<file path="config.mk">
export PLATFORM = sky130hd
export DESIGN_NAME = varint_zigzag_codec_flat
export DESIGN_NICKNAME = d
export VERILOG_FILES = /design/src/vzc_pkg.sv /design/src/vzc_in_if.sv /design/src/vzc_out_if.sv /design/src/vzc_dp.sv /design/src/vzc_ctrl.sv /design/src/varint_zigzag_codec.sv /design/src/flat_wrapper.sv
export SDC_FILE = /design/constraint.sdc
export NUM_CORES = 1
export LEC_CHECK = 0
export BUFFER_PORTS_ARGS = -buffer_cell sky130_fd_sc_hd__buf_2
export CORE_MARGIN = 5
export CORE_UTILIZATION = 45
export DETAILED_ROUTE_END_ITERATION = 7
export PLACE_DENSITY_LB_ADDON = 0.3
export SYNTH_ARGS = -nofsm -noshare
export SYNTH_HDL_FRONTEND = slang
export SYNTH_SLANG_ARGS = --single-unit
</file>
<file path="constraint.sdc">
create_clock -name clk -period 3.8 [get_ports clk]
set_clock_uncertainty 0.05 [all_clocks]
set_input_delay 0.38 -clock clk [delete_from_list [all_inputs] [get_ports clk]]
set_output_delay 0.38 -clock clk [all_outputs]
set_load 0.02 [all_outputs]
</file>
<file path="src/vzc_pkg.sv">
// ----------------------------------------------------------------------------
// vzc_pkg
// Shared types, constants, sign-mapping and group-shift functions of the varint codec.
// ----------------------------------------------------------------------------
package vzc_pkg;

  localparam int unsigned ValueW = 64;
  localparam int unsigned NarrowW = 32;
  localparam int unsigned DataBits = 7;

  localparam logic [3:0] NARROW_LIMIT = 4'd5;
  localparam logic [3:0] WIDE_LIMIT = 4'd10;

  // request codes
  localparam logic REQ_ENCODE = 1'b0;
  localparam logic REQ_DECODE = 1'b1;

  // controller -> datapath
  typedef struct packed {
    logic load_enc;
    logic emit_byte;
    logic dec_step;
  } vzc_cmd_t;

  // datapath -> controller
  typedef struct packed {
    logic req_dec;
    logic dec_done;
    logic enc_more;
  } vzc_stat_t;

  // zigzag map at the selected width; narrow results are zero-extended
  function automatic logic [ValueW-1:0] zz_enc(input logic [ValueW-1:0] v,
                                               input logic wide);
    logic [NarrowW-1:0] n;
    logic [ValueW-1:0] r;
    n = {v[NarrowW-2:0], 1'b0} ^ {NarrowW{v[NarrowW-1]}};
    if (wide) begin
      r = {v[ValueW-2:0], 1'b0} ^ {ValueW{v[ValueW-1]}};
    end else begin
      r = {{(ValueW-NarrowW){1'b0}}, n};
    end
    return r;
  endfunction

  function automatic logic [ValueW-1:0] zz_dec(input logic [ValueW-1:0] u,
                                               input logic wide);
    logic [NarrowW-1:0] n;
    logic [ValueW-1:0] r;
    n = {1'b0, u[NarrowW-1:1]} ^ {NarrowW{u[0]}};
    if (wide) begin
      r = {1'b0, u[ValueW-1:1]} ^ {ValueW{u[0]}};
    end else begin
      r = {{(ValueW-NarrowW){1'b0}}, n};
    end
    return r;
  endfunction

  // bit position of the next 7-bit group; count never exceeds 9
  function automatic logic [5:0] grp_shift(input logic [3:0] cnt);
    logic [6:0] s;
    s = {cnt, 3'b000} - {3'b000, cnt};
    return s[5:0];
  endfunction

endpackage

</file>
<file path="src/vzc_in_if.sv">
// ----------------------------------------------------------------------------
// vzc_in_if
// Request channel of the varint codec: valid/ready plus request payload.
// ----------------------------------------------------------------------------
interface vzc_in_if;
  logic        valid;
  logic        ready;
  logic        req_type;
  logic [63:0] value_in;
  logic [7:0]  byte_in;
  logic        is_signed;
  logic        is_wide;

  modport source (
    output valid, req_type, value_in, byte_in, is_signed, is_wide,
    input  ready
  );
  modport sink (
    input  valid, req_type, value_in, byte_in, is_signed, is_wide,
    output ready
  );
endinterface

</file>
<file path="src/vzc_out_if.sv">
// ----------------------------------------------------------------------------
// vzc_out_if
// Result channel of the varint codec: valid/ready plus result payload.
// ----------------------------------------------------------------------------
interface vzc_out_if;
  logic        valid;
  logic        ready;
  logic [7:0]  out_byte;
  logic        byte_valid;
  logic        last;
  logic [63:0] decoded_value;
  logic        value_valid;

  modport source (
    output valid, out_byte, byte_valid, last, decoded_value, value_valid,
    input  ready
  );
  modport sink (
    input  valid, out_byte, byte_valid, last, decoded_value, value_valid,
    output ready
  );
endinterface

</file>
<file path="src/vzc_dp.sv">
// ----------------------------------------------------------------------------
// vzc_dp
// Codec datapath: encode shift register, decode accumulator and byte count,
// and the result register.
// ----------------------------------------------------------------------------
module vzc_dp (
  input  logic               clk,
  input  logic               rst_n,
  input  vzc_pkg::vzc_cmd_t  cmd,
  output vzc_pkg::vzc_stat_t stat,
  input  logic               req_type,
  input  logic [63:0]        value_in,
  input  logic [7:0]         byte_in,
  input  logic               is_signed,
  input  logic               is_wide,
  output logic [7:0]         out_byte,
  output logic               byte_valid,
  output logic               last,
  output logic [63:0]        decoded_value,
  output logic               value_valid
);
  import vzc_pkg::*;

  logic [ValueW-1:0] enc_r, enc_nxt;
  logic [ValueW-1:0] acc_r, acc_nxt;
  logic [3:0]        cnt_r, cnt_nxt;

  logic [7:0]        obyte_r, obyte_nxt;
  logic              bvld_r, bvld_nxt;
  logic              last_r, last_nxt;
  logic [ValueW-1:0] dval_r, dval_nxt;
  logic              vvld_r, vvld_nxt;

  logic [ValueW-1:0] in_masked;
  logic [ValueW-1:0] enc_load;
  logic [ValueW-1:0] acc_new;
  logic [ValueW-1:0] acc_masked;
  logic [ValueW-1:0] dec_val;
  logic [3:0]        cnt_inc;
  logic [3:0]        limit;
  logic              more;
  logic              done;

  always_comb begin
    in_masked = is_wide ? value_in : {{(ValueW-NarrowW){1'b0}}, value_in[NarrowW-1:0]};
    enc_load  = is_signed ? zz_enc(in_masked, is_wide) : in_masked;
    more      = |enc_r[ValueW-1:DataBits];

    acc_new    = acc_r | ({{(ValueW-DataBits){1'b0}}, byte_in[DataBits-1:0]}
                          << grp_shift(cnt_r));
    acc_masked = is_wide ? acc_new : {{(ValueW-NarrowW){1'b0}}, acc_new[NarrowW-1:0]};
    dec_val    = is_signed ? zz_dec(acc_masked, is_wide) : acc_masked;
    cnt_inc    = cnt_r + 4'd1;
    limit      = is_wide ? WIDE_LIMIT : NARROW_LIMIT;
    // flag clear, or the width's byte limit reached
    done       = !byte_in[7] || (cnt_inc >= limit);
  end

  assign stat.req_dec  = (req_type == REQ_DECODE);
  assign stat.dec_done = done;
  assign stat.enc_more = more;

  always_comb begin
    enc_nxt   = enc_r;
    acc_nxt   = acc_r;
    cnt_nxt   = cnt_r;
    obyte_nxt = obyte_r;
    bvld_nxt  = bvld_r;
    last_nxt  = last_r;
    dval_nxt  = dval_r;
    vvld_nxt  = vvld_r;

    if (cmd.load_enc) begin
      enc_nxt = enc_load;
    end else if (cmd.emit_byte) begin
      enc_nxt   = enc_r >> DataBits;
      obyte_nxt = {more, enc_r[DataBits-1:0]};
      bvld_nxt  = 1'b1;
      last_nxt  = !more;
      dval_nxt  = '0;
      vvld_nxt  = 1'b0;
    end

    if (cmd.dec_step) begin
      if (done) begin
        acc_nxt   = '0;
        cnt_nxt   = '0;
        obyte_nxt = '0;
        bvld_nxt  = 1'b0;
        last_nxt  = 1'b0;
        dval_nxt  = dec_val;
        vvld_nxt  = 1'b1;
      end else begin
        acc_nxt = acc_new;
        cnt_nxt = cnt_inc;
      end
    end
  end

  always_ff @(posedge clk) begin
    if (!rst_n) begin
      acc_r <= '0;
      cnt_r <= '0;
    end else begin
      acc_r <= acc_nxt;
      cnt_r <= cnt_nxt;
    end
  end

  always_ff @(posedge clk) begin
    enc_r   <= enc_nxt;
    obyte_r <= obyte_nxt;
    bvld_r  <= bvld_nxt;
    last_r  <= last_nxt;
    dval_r  <= dval_nxt;
    vvld_r  <= vvld_nxt;
  end

  assign out_byte      = obyte_r;
  assign byte_valid    = bvld_r;
  assign last          = last_r;
  assign decoded_value = dval_r;
  assign value_valid   = vvld_r;

endmodule

</file>
<file path="src/vzc_ctrl.sv">
// ----------------------------------------------------------------------------
// vzc_ctrl
// Codec controller: accepts requests, sequences encode bytes and owns the
// result register's valid flag.
// ----------------------------------------------------------------------------
module vzc_ctrl (
  input  logic               clk,
  input  logic               rst_n,
  input  logic               in_valid,
  output logic               in_ready,
  output logic               out_valid,
  input  logic               out_ready,
  input  vzc_pkg::vzc_stat_t stat,
  output vzc_pkg::vzc_cmd_t  cmd
);
  import vzc_pkg::*;

  typedef enum logic {
    S_IDLE,
    S_ENC
  } state_t;

  state_t state_r, state_nxt;
  logic   out_valid_r, out_valid_nxt;
  logic   slot_free;
  logic   accept;

  // result register can take new data this cycle
  assign slot_free = !out_valid_r || out_ready;
  assign in_ready  = (state_r == S_IDLE) && slot_free;
  assign accept    = in_valid && in_ready;
  assign out_valid = out_valid_r;

  always_comb begin
    state_nxt     = state_r;
    out_valid_nxt = out_valid_r && !out_ready;
    cmd           = '0;
    case (state_r)
      S_IDLE: begin
        if (accept) begin
          if (stat.req_dec) begin
            cmd.dec_step = 1'b1;
            if (stat.dec_done) begin
              out_valid_nxt = 1'b1;
            end
          end else begin
            cmd.load_enc = 1'b1;
            state_nxt    = S_ENC;
          end
        end
      end
      S_ENC: begin
        if (slot_free) begin
          cmd.emit_byte = 1'b1;
          out_valid_nxt = 1'b1;
          if (!stat.enc_more) begin
            state_nxt = S_IDLE;
          end
        end
      end
      default: begin
        state_nxt = S_IDLE;
      end
    endcase
  end

  always_ff @(posedge clk) begin
    if (!rst_n) begin
      state_r     <= S_IDLE;
      out_valid_r <= 1'b0;
    end else begin
      state_r     <= state_nxt;
      out_valid_r <= out_valid_nxt;
    end
  end

endmodule

</file>
<file path="src/varint_zigzag_codec.sv">
// ----------------------------------------------------------------------------
// varint_zigzag_codec
// LEB128-style varint encoder/decoder with optional zigzag sign mapping.
// ----------------------------------------------------------------------------
// Encode: the accept cycle loads the value, then one byte per cycle leaves the
//   shift register. Decode: one byte per cycle; a completed value shows in the
//   cycle after the byte that ends it. The single result register sets both
//   rates: neither flows while it holds a result not yet taken.
// Reset clears the controller, the result valid flag and the decode state.
module varint_zigzag_codec (
  input  logic      clk,
  input  logic      rst_n,
  vzc_in_if.sink    in_ch,
  vzc_out_if.source out_ch
);
  import vzc_pkg::*;

  vzc_cmd_t  cmd;
  vzc_stat_t stat;

  vzc_ctrl u_ctrl (
    .clk       (clk),
    .rst_n     (rst_n),
    .in_valid  (in_ch.valid),
    .in_ready  (in_ch.ready),
    .out_valid (out_ch.valid),
    .out_ready (out_ch.ready),
    .stat      (stat),
    .cmd       (cmd)
  );

  vzc_dp u_dp (
    .clk           (clk),
    .rst_n         (rst_n),
    .cmd           (cmd),
    .stat          (stat),
    .req_type      (in_ch.req_type),
    .value_in      (in_ch.value_in),
    .byte_in       (in_ch.byte_in),
    .is_signed     (in_ch.is_signed),
    .is_wide       (in_ch.is_wide),
    .out_byte      (out_ch.out_byte),
    .byte_valid    (out_ch.byte_valid),
    .last          (out_ch.last),
    .decoded_value (out_ch.decoded_value),
    .value_valid   (out_ch.value_valid)
  );

  // no new transaction while an encode is still emitting bytes
  a_no_accept_during_emit: assert property (@(posedge clk) disable iff (!rst_n)
    !(cmd.emit_byte && in_ch.ready))
    else $error("request accepted during encode emission");

  a_emit_result: assert property (@(posedge clk) disable iff (!rst_n)
    cmd.emit_byte |=> out_ch.valid && out_ch.byte_valid
                      && (out_ch.last == !$past(stat.enc_more)))
    else $error("encoded byte not presented correctly");

  a_dec_result: assert property (@(posedge clk) disable iff (!rst_n)
    (in_ch.valid && in_ch.ready && stat.req_dec && stat.dec_done)
      |=> out_ch.valid && out_ch.value_valid)
    else $error("completed decode value not presented");

  a_kind_exclusive: assert property (@(posedge clk) disable iff (!rst_n)
    out_ch.valid |-> (out_ch.byte_valid ^ out_ch.value_valid))
    else $error("result carries both or neither kind");

endmodule
</file>
<file path="src/flat_wrapper.sv">
// flat-port wrapper written by rule: the top's interface ports become plain ports
module varint_zigzag_codec_flat import vzc_pkg::*;
  (clk, rst_n, in_ch_valid, in_ch_req_type, in_ch_value_in, in_ch_byte_in, in_ch_is_signed, in_ch_is_wide, in_ch_ready, out_ch_valid, out_ch_out_byte, out_ch_byte_valid, out_ch_last, out_ch_decoded_value, out_ch_value_valid, out_ch_ready);
  vzc_in_if in_ch_i ();
  vzc_out_if out_ch_i ();
  input  logic clk;
  input  logic rst_n;
  input wire logic [$bits(in_ch_i.valid)-1:0] in_ch_valid;
  input wire logic [$bits(in_ch_i.req_type)-1:0] in_ch_req_type;
  input wire logic [$bits(in_ch_i.value_in)-1:0] in_ch_value_in;
  input wire logic [$bits(in_ch_i.byte_in)-1:0] in_ch_byte_in;
  input wire logic [$bits(in_ch_i.is_signed)-1:0] in_ch_is_signed;
  input wire logic [$bits(in_ch_i.is_wide)-1:0] in_ch_is_wide;
  output wire logic [$bits(in_ch_i.ready)-1:0] in_ch_ready;
  output wire logic [$bits(out_ch_i.valid)-1:0] out_ch_valid;
  output wire logic [$bits(out_ch_i.out_byte)-1:0] out_ch_out_byte;
  output wire logic [$bits(out_ch_i.byte_valid)-1:0] out_ch_byte_valid;
  output wire logic [$bits(out_ch_i.last)-1:0] out_ch_last;
  output wire logic [$bits(out_ch_i.decoded_value)-1:0] out_ch_decoded_value;
  output wire logic [$bits(out_ch_i.value_valid)-1:0] out_ch_value_valid;
  input wire logic [$bits(out_ch_i.ready)-1:0] out_ch_ready;
  assign in_ch_i.valid = in_ch_valid;
  assign in_ch_i.req_type = in_ch_req_type;
  assign in_ch_i.value_in = in_ch_value_in;
  assign in_ch_i.byte_in = in_ch_byte_in;
  assign in_ch_i.is_signed = in_ch_is_signed;
  assign in_ch_i.is_wide = in_ch_is_wide;
  assign in_ch_ready = in_ch_i.ready;
  assign out_ch_valid = out_ch_i.valid;
  assign out_ch_out_byte = out_ch_i.out_byte;
  assign out_ch_byte_valid = out_ch_i.byte_valid;
  assign out_ch_last = out_ch_i.last;
  assign out_ch_decoded_value = out_ch_i.decoded_value;
  assign out_ch_value_valid = out_ch_i.value_valid;
  assign out_ch_i.ready = out_ch_ready;
  varint_zigzag_codec u_core (.clk(clk), .rst_n(rst_n), .in_ch(in_ch_i), .out_ch(out_ch_i));
endmodule
</file>
Yosys cells after proc, flatten, opt, wreduce, memory -nomap -nowiden
Cells that the tools add are included.
{"block": "totals", "reg_bits": 209, "in_bits": 79, "wordCells": 78}
{"block": "op_classes", "n_addsub": 2, "magnitude_cmp": 1, "shift": 1, "n_mux": 47, "bitwise_logic": 6, "n_reduce_logical": 11}
{"cell": "64-bit 2-to-1 mux", "n": 13}
{"cell": "64-bit bitwise OR", "n": 1}
{"cell": "7-bit by 6-bit left shift with 64-bit output", "n": 1}
{"cell": "63-bit by 64-bit XOR with 64-bit output", "n": 1}
{"cell": "64-bit XOR", "n": 1}
{"cell": "57-bit OR reduction", "n": 1}
{"cell": "8-bit 2-to-1 mux", "n": 4}
{"cell": "31-bit by 32-bit XOR with 32-bit output", "n": 1}
{"cell": "32-bit XOR", "n": 1}
{"cell": "1-bit 2-to-1 mux", "n": 26}
{"cell": "4-bit 2-to-1 mux", "n": 2}
{"cell": "6-bit by 4-bit subtractor with 6-bit output", "n": 1}
{"cell": "4-bit by 1-bit adder with 4-bit output (second input constant)", "n": 1}
{"cell": "4-bit greater-or-equal comparator", "n": 1}
{"cell": "1-bit logical NOT", "n": 4}
{"cell": "1-bit case mux with 2 select lines", "n": 2}
{"cell": "1-bit logical AND", "n": 3}
{"cell": "1-bit logical OR", "n": 2}
{"cell": "2-bit nonzero test", "n": 1}
{"cell": "1-bit inverter", "n": 1}

Depth between registers and ports, before layout
Gate-level depths: netlist of run 1.
{"block": "logic_depth", "depth_word": 9, "depth_mapped": 14}

Modules after synthesis
A second synthesis of run 1 with hierarchy kept.
{"block": "unflattened", "cells_unflattened": 1289, "area_unflattened_um2": 11576.1}
{"mod": "vzc_dp", "n_inst": 1, "cells_each": 1278, "area_each_um2": 11454.7, "seq_area_each_um2": 4784.6}
{"mod": "vzc_ctrl", "n_inst": 1, "cells_each": 11, "area_each_um2": 121.4, "seq_area_each_um2": 40.0}

Worst setup path before layout of run 1
No wires, ideal clock.
{"block": "synth_path", "path_kind": "flip-flop to flip-flop", "from": "register u_core.u_ctrl.out_valid_r, in the netlist u_core.u_ctrl.out_valid", "to": "register u_core.u_dp.enc_r[0], enable pin", "setup_ns": 0.688, "arrival_time_ns": 2.536, "required_time_ns": 3.062, "setup_slack_ns": 0.526, "path_stages_with_launch": 7, "n_path_buf": 2, "path_cell_list": "dfxtp_1 nor2b_1 nor2_1 nand3b_1 clkbuf_1 buf_1 nand2_1"}
{"block": "synth_between", "elab_chain_len": 7}
{"item": "start: declaration", "line_no": "vzc_ctrl.sv:24", "source": "logic out_valid_r, out_valid_nxt;"}
{"item": "start signal: assignment", "line_no": "vzc_ctrl.sv:73", "source": "out_valid_r <= out_valid_nxt;"}
{"item": "1-bit logical NOT", "line_no": "vzc_ctrl.sv:29", "source": "assign slot_free = !out_valid_r || out_ready;"}
{"item": "1-bit logical OR", "line_no": "vzc_ctrl.sv:29"}
{"item": "1-bit logical AND", "line_no": "vzc_ctrl.sv:30", "source": "assign in_ready = (state_r == S_IDLE) && slot_free;"}
{"item": "net in_ch_ready", "line_no": "flat_wrapper.sv:14", "source": "output wire logic [$bits(in_ch_i.ready)-1:0] in_ch_ready;"}
{"item": "1-bit logical AND", "line_no": "vzc_ctrl.sv:31", "source": "assign accept = in_valid && in_ready;"}
{"item": "1-bit 2-to-1 mux", "line_no": "vzc_ctrl.sv:40", "source": "if (accept) begin"}
{"item": "1-bit 2-to-1 mux", "line_no": "vzc_ctrl.sv:38", "source": "case (state_r)"}
{"item": "2-bit nonzero test (no line)"}
{"item": "end signal: assignment", "line_no": "vzc_dp.sv:111", "source": "enc_r <= enc_nxt;"}
{"item": "end: declaration", "line_no": "vzc_dp.sv:24", "source": "logic [ValueW-1:0] enc_r, enc_nxt;"}
The timed path passes the listed nets, and every way through them passes these cells.
A chain may end at the register's enable or synchronous reset.

Worst setup path after layout of run 1
{"block": "layout_path", "from": "register u_core.u_dp.cnt_r[1]", "to": "register u_core.u_dp.dval_r[21], in the netlist u_core.u_dp.decoded_value[21]"}
{"block": "layout_between", "elab_chain_len": 9}
{"item": "start: declaration", "line_no": "vzc_dp.sv:26", "source": "logic [3:0] cnt_r, cnt_nxt;"}
{"item": "start signal: assignment", "line_no": "vzc_dp.sv:106", "source": "cnt_r <= cnt_nxt;"}
{"item": "6-bit by 4-bit subtractor with 6-bit output", "line_no": "vzc_pkg.sv:62", "source": "s = {cnt, 3'b000} - {3'b000, cnt};"}
{"item": "7-bit by 6-bit left shift with 64-bit output", "line_no": "vzc_dp.sv:49", "source": "acc_new = acc_r | ({{(ValueW-DataBits){1'b0}}, byte_in[DataBits-1:0]}"}
{"item": "64-bit bitwise OR", "line_no": "vzc_dp.sv:49"}
{"item": "64-bit 2-to-1 mux", "line_no": "vzc_dp.sv:51", "source": "acc_masked = is_wide ? acc_new : {{(ValueW-NarrowW){1'b0}}, acc_new[NarrowW-1:0]};"}
{"item": "31-bit by 32-bit XOR with 32-bit output or 63-bit by 64-bit XOR with 64-bit output (tied branches)", "line_no": "vzc_pkg.sv:50, vzc_pkg.sv:52"}
{"item": "64-bit 2-to-1 mux", "line_no": "vzc_pkg.sv:51", "source": "if (wide) begin"}
{"item": "64-bit 2-to-1 mux", "line_no": "vzc_dp.sv:52", "source": "dec_val = is_signed ? zz_dec(acc_masked, is_wide) : acc_masked;"}
{"item": "64-bit 2-to-1 mux (*)", "line_no": "vzc_dp.sv:85", "source": "if (done) begin"}
{"item": "64-bit 2-to-1 mux (*)", "line_no": "vzc_dp.sv:84", "source": "if (cmd.dec_step) begin"}
{"item": "net u_core.u_dp.dval_nxt[21]", "line_no": "vzc_dp.sv:31", "source": "logic [ValueW-1:0] dval_r, dval_nxt;"}
{"item": "end signal: assignment", "line_no": "vzc_dp.sv:115", "source": "dval_r <= dval_nxt;"}
{"item": "end: declaration", "line_no": "vzc_dp.sv:31"}
Mark *: on every way through the listed nets, which the timed path passes. The rest lies on a longest branch.

==> impl_metrics.yaml, run 1 <==
run_status:
  status: "finished, final reports clean"
sta:
  fin_crit_sh_pct: 88.94
  setup_viol: 0
  tns_ns: 0
  timing.slew.headroom_pct: 20.69
  rsz0062_at_grt: "false"
  report.final.slew_viol_count: 0
  layout_min_cycle_time_ns: 3.380
  final_hold_viol_count: 0
  max_freq_ghz: 0.2959
  worst_slew_pin_slew_ns: 1.165
  layout_setup_ws_ns: 0.4204
floorplan:
  start_util_pct: 45.90
  dieArea_sq_um: 27290
  ios: 156
  coreArea_sq_um: 23610
  fp-row-count: 56
  dieWidth_um: 165.2
  die-height_um: 165.2
global_route:
  grt_antenna_before_repair: 2
  grt_usage_pct: 21.32
  grt_pass1_wl_mm: 46.56
  grt_start_max_net_pins: 73
  grt_pass1_vias: 8813
  grt-ovfl-total: 0
setup_path:
  path_max_fanout: 16
  worstPathArrival_ns: 3.75
  critPathRequiredTime_ns: 4.17
  worstPathCellList: "inv_1, ha_1, ha_1, a21oi_1, o2111ai_1, buf_4, nand2_1, nor2_1, a22oi_1, o211ai_1"
  endpoint_kind: "flop"
  critPathSlowestCell: "nor2_1"
  crit_type: "flop to flop"
  cp-start-kind: "flop"
  cpPeakStageDelay_ns: 0.64
  crit_top_cell: "ha_1"
route:
  dr.max_layer_used: "met4"
  post_drt_via_cell_ratio: 5.624
  vias: 9369
  wire_per_inst_um: 18.04
  wl_met1_mm: 13.13
  dr_wl_met3_mm: 2.092
  dr.first_iter.drc_count: 770
  drt_first_pass_iters: 6
  wl_met2_mm: 13.97
  drc: 0
  routed_wl_mm: 30.06
  final_antenna_net_count: 0
finish:
  fin_util_pct: 54.18
  fillCellCount: 2198
  drive_gt1_share_pct: 19.55
  instances_no_fill: 1666
  syn_to_final_growth_pct: 18.02
  nNetsFinal: 1415
logic_synthesis:
  synthesis.nets: 1285
  ys_warn_count: 0
  avgSynthCellArea_sq_um: 9.040
  netlist_area_sq_um: 10840
  yosysSeqAreaShare_pct: 44.51
  synth_edf_count: 64
  synth_cell_type_count: 71
  synth_cells: 1199
  synth_area_leaders: "dfxtp_1 27%, edfxtp_1 18%, xnor2_1 7.8%, nand2_1 5.5%, o21ai_0 5.2%"
  synth_ff_type: "dfxtp_1"
  yosysMostFrequentCell: "nand2_1"
  synth_common_cells: "159 x nand2_1, 145 x dfxtp_1, 113 x o21ai_0"
  synthArstFlopShare_pct: 0
  ys_ff_latch: 209
  synth_top_cell_by_area: "dfxtp_1"
  synth_top_area_share_pct: 26.78
power_and_ir_drop:
  ir_drop_uv: 238.6
  leakage_uw: 0.005199
  power.density_nw_per_um2: 503.3
  finalPower_uw: 6438
clock_network:
  htree_levels: 1
  ctsHoldBuffers: 0
  clk_pin_slew_ns: 0.06
  cts_buffers: 23
  postCtsSetupRepairBufs: 0
  ctsResizeCount: 0
  worstSkewPairLatency_ns: 0.50
  clockRootBuffer: "clkbuf_16"
  cts.path.max_buffers: 3
  cts_sinks: 209
  cts_tree: "done"
placed_design:
  portBuffers: 155
  placedCellCount: 1623
  place_hpwl_mm: 21.12
  gp_congestion: 0.9466
  place_ws_ns: 0.5078
run:
  drv_cap: 0
min_path:
  hp-class: "input pin to flop"
-- through the flow --
stage               area (sq um)  hold slack (ns)
finish                     12790           0.1083
global route               12790           0.1391
CTS                        12790          0.09729
detailed placement         12010           0.3880
global placement           12010           0.3778
floorplan                  10840           0.3874
-- logic make-up after synthesis --
logic type | after synthesis | synth area share [%]
AO/OA/AOI/OAI | 363 | 21.42
AND/OR/NAND/NOR | 350 | 14.37
flip-flops | 209 | 44.51
XOR/XNOR | 113 | 9.131
buffers and inverters | 100 | 4.017
multiplexers | 57 | 5.737
adder cells (fa/ha/maj) | 7 | 0.8080
-- final timing paths --
check | startpoint | endpoint | slack [ns] | depth (start not counted)
setup / recovery | u_core.u_dp.cnt_r[1]$_SDFFE_PN0P_ | u_core.u_dp.decoded_value[21]$_DFF_P_ | 0.42 | 10
hold / removal | rst_n | u_core.u_ctrl.state_r$_SDFF_PN0_ | 0.11 | 2
setup reg to reg | u_core.u_dp.cnt_r[1]$_SDFFE_PN0P_ | u_core.u_dp.decoded_value[21]$_DFF_P_ | 0.42 | 10
hold reg to reg | u_core.u_dp.value_valid$_DFF_P_ | u_core.u_dp.value_valid$_DFF_P_ | 0.40 | 2
-- metal layers --
metal | vias to the layer above | GRT usage [%]
li1 | 4583 | -
met2 | 317 | 34.41
met1 | 4410 | 29.00
met3 | 59 | 3.946
met4 | 0 | 6.881
met5 | - | 0
-- layout make-up --
class	instances	area, sq um	share of cell area (%)
diodes	2	5.005	0.03912
clock buffers	32	670.6	5.243
clock inverters	9	103.9	0.8118
inverters	10	37.54	0.2934
multi-input cells	890	5623	43.96
flip-flops and latches	209	4825	37.72
well taps	319	399.1	3.120
repair buffers	195	1129	8.822
-- cells in the final DEF (no fill, tap or decap), types with 5 or more instances in the layout --
| cell | Yosys | layout |
|---|---|---|
| nand2_1 | 159 | 157 |
| buf_2 | 14 | 154 |
| dfxtp_1 | 145 | 145 |
| o21ai_0 | 113 | 113 |
| a21oi_1 | 101 | 101 |
| xnor2_1 | 96 | 96 |
| nor2_1 | 87 | 86 |
| edfxtp_1 | 64 | 64 |
| mux2i_1 | 48 | 47 |
| buf_4 | 7 | 37 |
| clkbuf_16 | 0 | 24 |
| nor3_1 | 20 | 20 |
| o221ai_1 | 18 | 18 |
| xor2_1 | 17 | 17 |
| o211ai_1 | 16 | 16 |
| nand3_1 | 15 | 15 |
| a22oi_1 | 13 | 13 |
| nor4_1 | 13 | 13 |
| a211oi_1 | 12 | 12 |
| a21o_1 | 12 | 12 |
| a2bb2oi_1 | 11 | 11 |
| inv_1 | 10 | 10 |
| o211a_1 | 10 | 10 |
| and2_1 | 9 | 9 |
| a221o_1 | 9 | 9 |
| a31oi_1 | 8 | 8 |
| nor2b_1 | 7 | 7 |
| ha_1 | 7 | 7 |
| and3_1 | 6 | 6 |
| nand2b_1 | 5 | 5 |
| o21a_1 | 5 | 5 |
| nor3b_1 | 5 | 5 |
-- critical path, delay by kind of cell, from the launching register on --
| family | cells | cell delay [ns] |
|---|---|---|
| buffers and inverters | 2 | 0.36 |
| DFF | 1 | 0.59 |
| adders and majority gates | 2 | 0.60 |
| AOI/OAI and AO/OA | 4 | 0.76 |
| and+or+nand+nor | 2 | 0.93 |
-- registers in the layout (all words and copies together) (netlist names) --
signal,flops
u_core.u_dp.cnt_r,4
u_core.u_dp.decoded_value,64
u_core.u_ctrl.out_valid,1
u_core.u_dp.last,1
u_core.u_dp.byte_valid,1
u_core.u_dp.out_byte,8
u_core.u_dp.enc_r,64
u_core.u_ctrl.state_r,1
u_core.u_dp.acc_r,64
u_core.u_dp.value_valid,1
-- where the power goes --
group          switching, uW  internal [uW]
clock                    893           1370
sequential               113           2530
combinational            970            563
No activity file was read; power rests on OpenSTA's default activity.
==> run 2, diff against run 1 <==
--- a/config.mk
+++ b/config.mk
@@ -5,6 +5,7 @@
 export SDC_FILE = /design/constraint.sdc
 export NUM_CORES = 1
 export LEC_CHECK = 0
+export ABC_AREA = 1
 export BUFFER_PORTS_ARGS = -buffer_cell sky130_fd_sc_hd__buf_2
 export CORE_MARGIN = 5
 export CORE_UTILIZATION = 45
==> run 2 against run 1 <==
  * Utilization decreased by 2.1 points
  * Non-clock buffer count is 19 lower
  * Power up 15%
  * First-iteration DRC count grew 65%
  * Critical path depth is the same
  * Worst setup slack lost 0.10 ns
  * Die area rose by 9.3%
  * Sequential power increased by 6%
  * Final cell count is 28% higher
  * Register-to-register slack worse by 0.10 ns
  * Via count rose by 25%
  * Largest power group unchanged
==> impl_metrics.yaml, run 2 <==
logic_synthesis:
  yosysMostFrequentCell: "nand2_1"
  synth_area_leaders: "dfxtp_1 24%, edfxtp_1 16%, nand2_1 16%, a21oi_1 7.8%, nand3_1 6.7%"
  synth_cell_type_count: 41
  synth_cells: 1696
  ys_ff_latch: 209
  synth_common_cells: "492 x nand2_1, 185 x a21oi_1, 159 x nand3_1"
  yosysSeqAreaShare_pct: 40.50
  synthesis.nets: 1782
  synth_ff_type: "dfxtp_1"
  ys_warn_count: 0
  synth_edf_count: 64
  avgSynthCellArea_sq_um: 7.025
  synth_top_area_share_pct: 24.36
  netlist_area_sq_um: 11910
  synth_top_cell_by_area: "dfxtp_1"
  synthArstFlopShare_pct: 0
finish:
  fillCellCount: 2563
  multiInputGateArea_sq_um: 5998
  nNetsFinal: 1867
  mostFrequentLayoutCells: "491 x nand2_1, 185 x a21oi_1, 159 x nand3_1"
  seqCellArea_sq_um: 4825
  mostFrequentLayoutCell: "nand2_1"
  instances_no_fill: 2134
  syn_to_final_growth_pct: 13.97
  drive_gt1_share_pct: 13.73
  antenna-diode-count: 0
  final_area_sq_um: 13580
sta:
  layout_setup_ws_ns: 0.3191
  layout_min_cycle_time_ns: 3.481
  worst_slew_pin_slew_ns: 1.185
  final_hold_viol_count: 0
  fin_crit_sh_pct: 91.60
  tns_ns: 0
  rsz0062_at_grt: "false"
  setup_viol: 0
  max_freq_ghz: 0.2873
  report.final.slew_viol_count: 0
  timing.slew.headroom_pct: 20.91
min_path:
  holdCritStartpoint: "rst_n"
  hp-class: "input pin to flop"
power_and_ir_drop:
  leakage_uw: 0.006106
  seqPwrFrac_pct: 37.8
  ir_drop_uv: 498.7
  finalPower_uw: 7427
  p_sw_share_pct: 36.76
  p_comb_share_pct: 30.1
  power.internal_uw: 4696
  power.density_nw_per_um2: 547.0
  p_sw_uw: 2730
  clock_power_share_pct: 32.1
run_status:
  status: "finished, final reports clean"
clock_network:
  cts_sinks: 209
  clockRootBuffer: "clkbuf_16"
  postCtsSetupRepairBufs: 0
  ctsHoldBuffers: 0
  htree_levels: 1
  clk_pin_slew_ns: 0.07
  worstSkewPairLatency_ns: 0.52
  cts_tree: "done"
  cts_buffers: 24
  ctsResizeCount: 0
  cts.path.max_buffers: 3
route:
  final_antenna_net_count: 0
  routed_wl_mm: 35.46
  dr.first_iter.drc_count: 1268
  drt_first_pass_iters: 6
  post_drt_via_cell_ratio: 5.501
  wire_per_inst_um: 16.62
  drc: 0
  vias: 11739
setup_path:
  r2r-start: "u_core.u_dp.cnt_r[0]$_SDFFE_PN0P_"
  cp-start-kind: "flop"
  worstPathCellList: "inv_2, ha_1, ha_1, a21oi_1, o2111ai_1, nand2_2, nand2_1, inv_2, o21ai_0, a21oi_1"
  critPathRequiredTime_ns: 4.20
  worst-path-buf-inv: 2
  worstPathArrival_ns: 3.88
  path_max_fanout: 36
  endpoint_kind: "flop"
  cpPeakStageDelay_ns: 0.60
  startpoint: "u_core.u_dp.cnt_r[0]$_SDFFE_PN0P_"
  critPathSlowestCell: "dfxtp_1"
  cp_top_family: "adder cells"
  crit_type: "flop to flop"
floorplan:
  coreArea_sq_um: 26060
  dieWidth_um: 172.7
  die-height_um: 172.7
  start_util_pct: 45.72
  ios: 156
  fp-row-count: 59
  dieArea_sq_um: 29830
placed_design:
  place_ws_ns: 0.3527
  place_hpwl_mm: 23.85
  gp_congestion: 0.8863
  placedCellCount: 2090
  portBuffers: 155
  placement.cell_area_sq_um: 12770
global_route:
  grt-ovfl-total: 0
  grt_start_max_net_pins: 74
  grt_pass1_wl_mm: 56.99
  grt_pass1_vias: 10628
  grt_antenna_before_repair: 0
  grt_usage_pct: 22.47
run:
  drv_cap: 0
run 2: cell types whose count changed in the layout (fill, tap and decap cells not counted), moves of 34 or more:
cell,previous run,this run
nand2_1,157,491
nand3_1,15,159
inv_1,10,138
a21oi_1,101,185
xnor2_1,96,26
mux2i_1,47,0
nand4_1,4,40
nor2_1,86,52
run 2: area by class of cell:
type / count / area share, %
Multi-Input combinational cell: 1220 / 44.18
Inverter: 150 / 4.165
Tap cell: 335 / 3.087
Sequential cell: 209 / 35.53
Clock inverter: 13 / 0.9676
Timing Repair Buffer: 176 / 7.059
Clock buffer: 31 / 5.013
run 2: through the flow:
stage	utilization, %	hold slack, ns
finish	52.11	0.1309
detailed placement	48.99	0.3959
global placement	48.99	0.3848
floorplan	-	0.3812
global route	52.11	0.1394
CTS	52.11	0.1081
run 2: cells by family after synthesis:
group,share of synthesized area (%)
compound gates,17.11
simple gates,27.65
buf+inv,9.399
fa+ha+maj,0.7351
xor+xnor,4.610
flops,40.50
run 2: worst paths after layout:
kind	slack [ns]	cells after the start	endpoint
setup / recovery	0.32	10	u_core.u_dp.acc_r[57]$_SDFFE_PN0P_
hold / removal	0.13	3	u_core.u_ctrl.state_r$_SDFF_PN0_
setup reg to reg	0.32	10	u_core.u_dp.acc_r[57]$_SDFFE_PN0P_
hold reg to reg	0.40	2	u_core.u_dp.value_valid$_DFF_P_
run 2: tightest hold or removal path: cells and delay by family:
family | cells | cell delay [ns]
buffers and inverters | 2 | 0.23
AO/OA/AOI/OAI | 1 | 0.04
run 2: power groups by stage:
| stage | combinational, uW | sequential [uW] | clock, uW |
|---|---|---|---|
| final | 2240 | 2810 | 2380 |
| after global routing | 2470 | 2830 | 2500 |
| after CTS | 2210 | 2800 | 2410 |
| after detailed placement | 2190 | 2840 | 0 |
| after global placement | 2170 | 2840 | 0 |
| after floorplan | 1340 | 3040 | 0 |
run 2: per-layer routing:
| layer | share of wire (%) | up-vias | global-route usage, % |
|---|---|---|---|
| li1 | - | 5820 | - |
| met1 | 47 | 5405 | 34.71 |
| met2 | 42 | 455 | 32.45 |
| met3 | 8.0 | 59 | 3.668 |
| met4 | 2.5 | 0 | 5.994 |
| met5 | 0 | - | 0 |
==> run 3, diff against run 2 <==
==> constraint.sdc (replaced) <==
create_clock -name clk -period 2.83 [get_ports clk]
set_clock_uncertainty 0.05 [all_clocks]
set_input_delay 0.283 -clock clk [delete_from_list [all_inputs] [get_ports clk]]
set_output_delay 0.283 -clock clk [all_outputs]
set_load 0.02 [all_outputs]
==> run 3 against run 2 <==
  * Global-route usage rose by 0.29 points
  * First-iteration DRC count fell by 6.3%
  * Die area did not move
  * Utilization rose by 0.97 points
  * Critical path type unchanged
  * Critical endpoint is now u_core.u_dp.decoded_value[4]$_DFF_P_
  * Largest cell class unchanged
  * Largest power group unchanged
  * Highest routed layer unchanged
==> impl_metrics.yaml, run 3 (synthesis results as in run 2) <==
sta:
  worst_slew_pin_slew_ns: 0.8328
  timing.slew.headroom_pct: 44.48
  fin_crit_sh_pct: 92.71
  layout_min_cycle_time_ns: 2.624
  report.final.slew_viol_count: 0
  final_hold_viol_count: 0
  rsz0062_at_grt: "true"
  setup_viol: 0
  max_freq_ghz: 0.3811
floorplan:
  dieWidth_um: 172.7
  start_util_pct: 45.72
  die-height_um: 172.7
  dieArea_sq_um: 29830
  coreArea_sq_um: 26060
  fp-row-count: 59
  ios: 156
route:
  drc: 0
  routed_wl_mm: 36.11
  vias: 11854
  post_drt_via_cell_ratio: 5.493
  final_antenna_net_count: 0
  wire_per_inst_um: 16.73
  drt_first_pass_iters: 7
  dr.first_iter.drc_count: 1188
clock_network:
  cts_tree: "done"
  cts_sinks: 209
  htree_levels: 1
  clockRootBuffer: "clkbuf_16"
  cts_buffers: 24
  clk_pin_slew_ns: 0.06
  cts.path.max_buffers: 3
  worstSkewPairLatency_ns: 0.52
finish:
  syn_to_final_growth_pct: 16.08
  antenna-diode-count: 0
  nNetsFinal: 1891
  final_area_sq_um: 13830
  mostFrequentLayoutCell: "nand2_1"
  mostFrequentLayoutCells: "490 x nand2_1, 185 x a21oi_1, 159 x nand3_1"
  drive_gt1_share_pct: 14.65
  fillCellCount: 2512
  fin_util_pct: 53.07
setup_path:
  worstPathCellList: "inv_2, ha_1, inv_1, nand3_1, nand2_1, nand2_1, nand3_1, nor2_1, nand2_1, nand2_1, inv_1, nand2_1, nand3_1, nand2_1, nand2_1"
  path_max_fanout: 11
  worstPathArrival_ns: 2.98
  critPathRequiredTime_ns: 3.19
  crit_type: "flop to flop"
  crit_top_cell: "nand2_1"
  reg2regPathDepth: 15
  cp_top_family: "simple AND/OR/NAND/NOR gates"
  cp-start-kind: "flop"
  cpPeakStageDelay_ns: 0.42
  worst-path-buf-inv: 3
  critPathSlowestCell: "dfxtp_1"
  endpoint_kind: "flop"
  crit_cells: 15
power_and_ir_drop:
  ir_drop_uv: 532.4
  leakage_uw: 0.006247
  finalPower_uw: 10070
  power.density_nw_per_um2: 727.9
global_route:
  grt_antenna_before_repair: 0
  grt-ovfl-total: 0
  grt_start_max_net_pins: 74
  grt_pass1_vias: 11084
  grt_usage_pct: 22.76
  grt_pass1_wl_mm: 57.82
min_path:
  hp-class: "input pin to flop"
  hold_path_depth: 3
placed_design:
  placement.cell_area_sq_um: 13010
  gp_congestion: 0.9003
  portBuffers: 155
  place_hpwl_mm: 24.40
run_status:
  status: "finished, final reports clean"
run:
  drv_cap: 0
## run 3: cell count changes in the layout (fill, tap and decap cells not counted), moves of 2 or more
cell        delta
clkbuf_1       +2
inv_4          -2
buf_4         +18
clkinvlp_4     -2
buf_12         +6
clkinv_1       +3
## run 3: path summary, 6_finish.rpt
| path | slack (ns) | start | to |
|---|---|---|---|
| min | 0.03 | rst_n | u_core.u_ctrl.out_valid$_SDFF_PN0_ |
| max reg2reg | 0.21 | u_core.u_dp.cnt_r[1]$_SDFFE_PN0P_ | u_core.u_dp.decoded_value[4]$_DFF_P_ |
| min reg2reg | 0.41 | u_core.u_dp.value_valid$_DFF_P_ | u_core.u_dp.value_valid$_DFF_P_ |
| max | 0.21 | u_core.u_dp.cnt_r[1]$_SDFFE_PN0P_ | u_core.u_dp.decoded_value[4]$_DFF_P_ |
## run 3: timing repair
action	in CTS	in global routing
setup buffers	0	1
resized for setup	0	2
setup endpoints to repair	0	60
hold buffers	0	0
## run 3: worst register-to-register path, cell delays in order (launching register included)
cell and delay [ns]:
dfxtp_1 0.42, inv_2 0.12, ha_1 0.36, inv_1 0.19, nand3_1 0.19, nand2_1 0.10, nand2_1 0.06, nand3_1 0.13
nor2_1 0.23, nand2_1 0.15, nand2_1 0.14, inv_1 0.07, nand2_1 0.06, nand3_1 0.08, nand2_1 0.12, nand2_1 0.05
## run 3: cell type report
type / count / area (sq um) / area share, %
multi-input cells: 1220 / 6012 / 43.47
flip-flops and latches: 209 / 4825 / 34.89
repair buffers: 200 / 1214 / 8.776
clock buffers: 30 / 644.4 / 4.659
inverters: 150 / 565.5 / 4.089
well taps: 335 / 419.2 / 3.031
clock inverters: 14 / 150.1 / 1.086
## run 3: power breakdown
| part | switching, uW | internal [uW] |
|---|---|---|
| clock | 1270 | 1890 |
| combinational | 2170 | 977 |
| sequential | 238 | 3530 |
| total | 3670 | 6390 |
## run 3: routing by layer
metal	track usage, %	wire (um)	up-vias
li1	-	-	5869
met1	34.00	16890	5421
met2	33.65	15330	485
met3	4.192	2885	79
met4	6.551	997	0
met5	0	0	-
## run 3: through the flow
stage | setup slack [ns] | std cells | TNS (ns) | hold slack (ns)
6_report | 0.2063 | 2158 | 0 | 0.03037
5_1_grt | -0.03199 | 2158 | -0.04760 | 0.04118
3_5_place_dp | 0.1594 | 2113 | 0 | 0.3953
4_1_cts | 0.1042 | 2157 | 0 | 0.02848
3_3_place_gp | 0.2119 | 2113 | 0 | 0.3848
2_1_floorplan | 0.1610 | 1696 | 0 | 0.3646
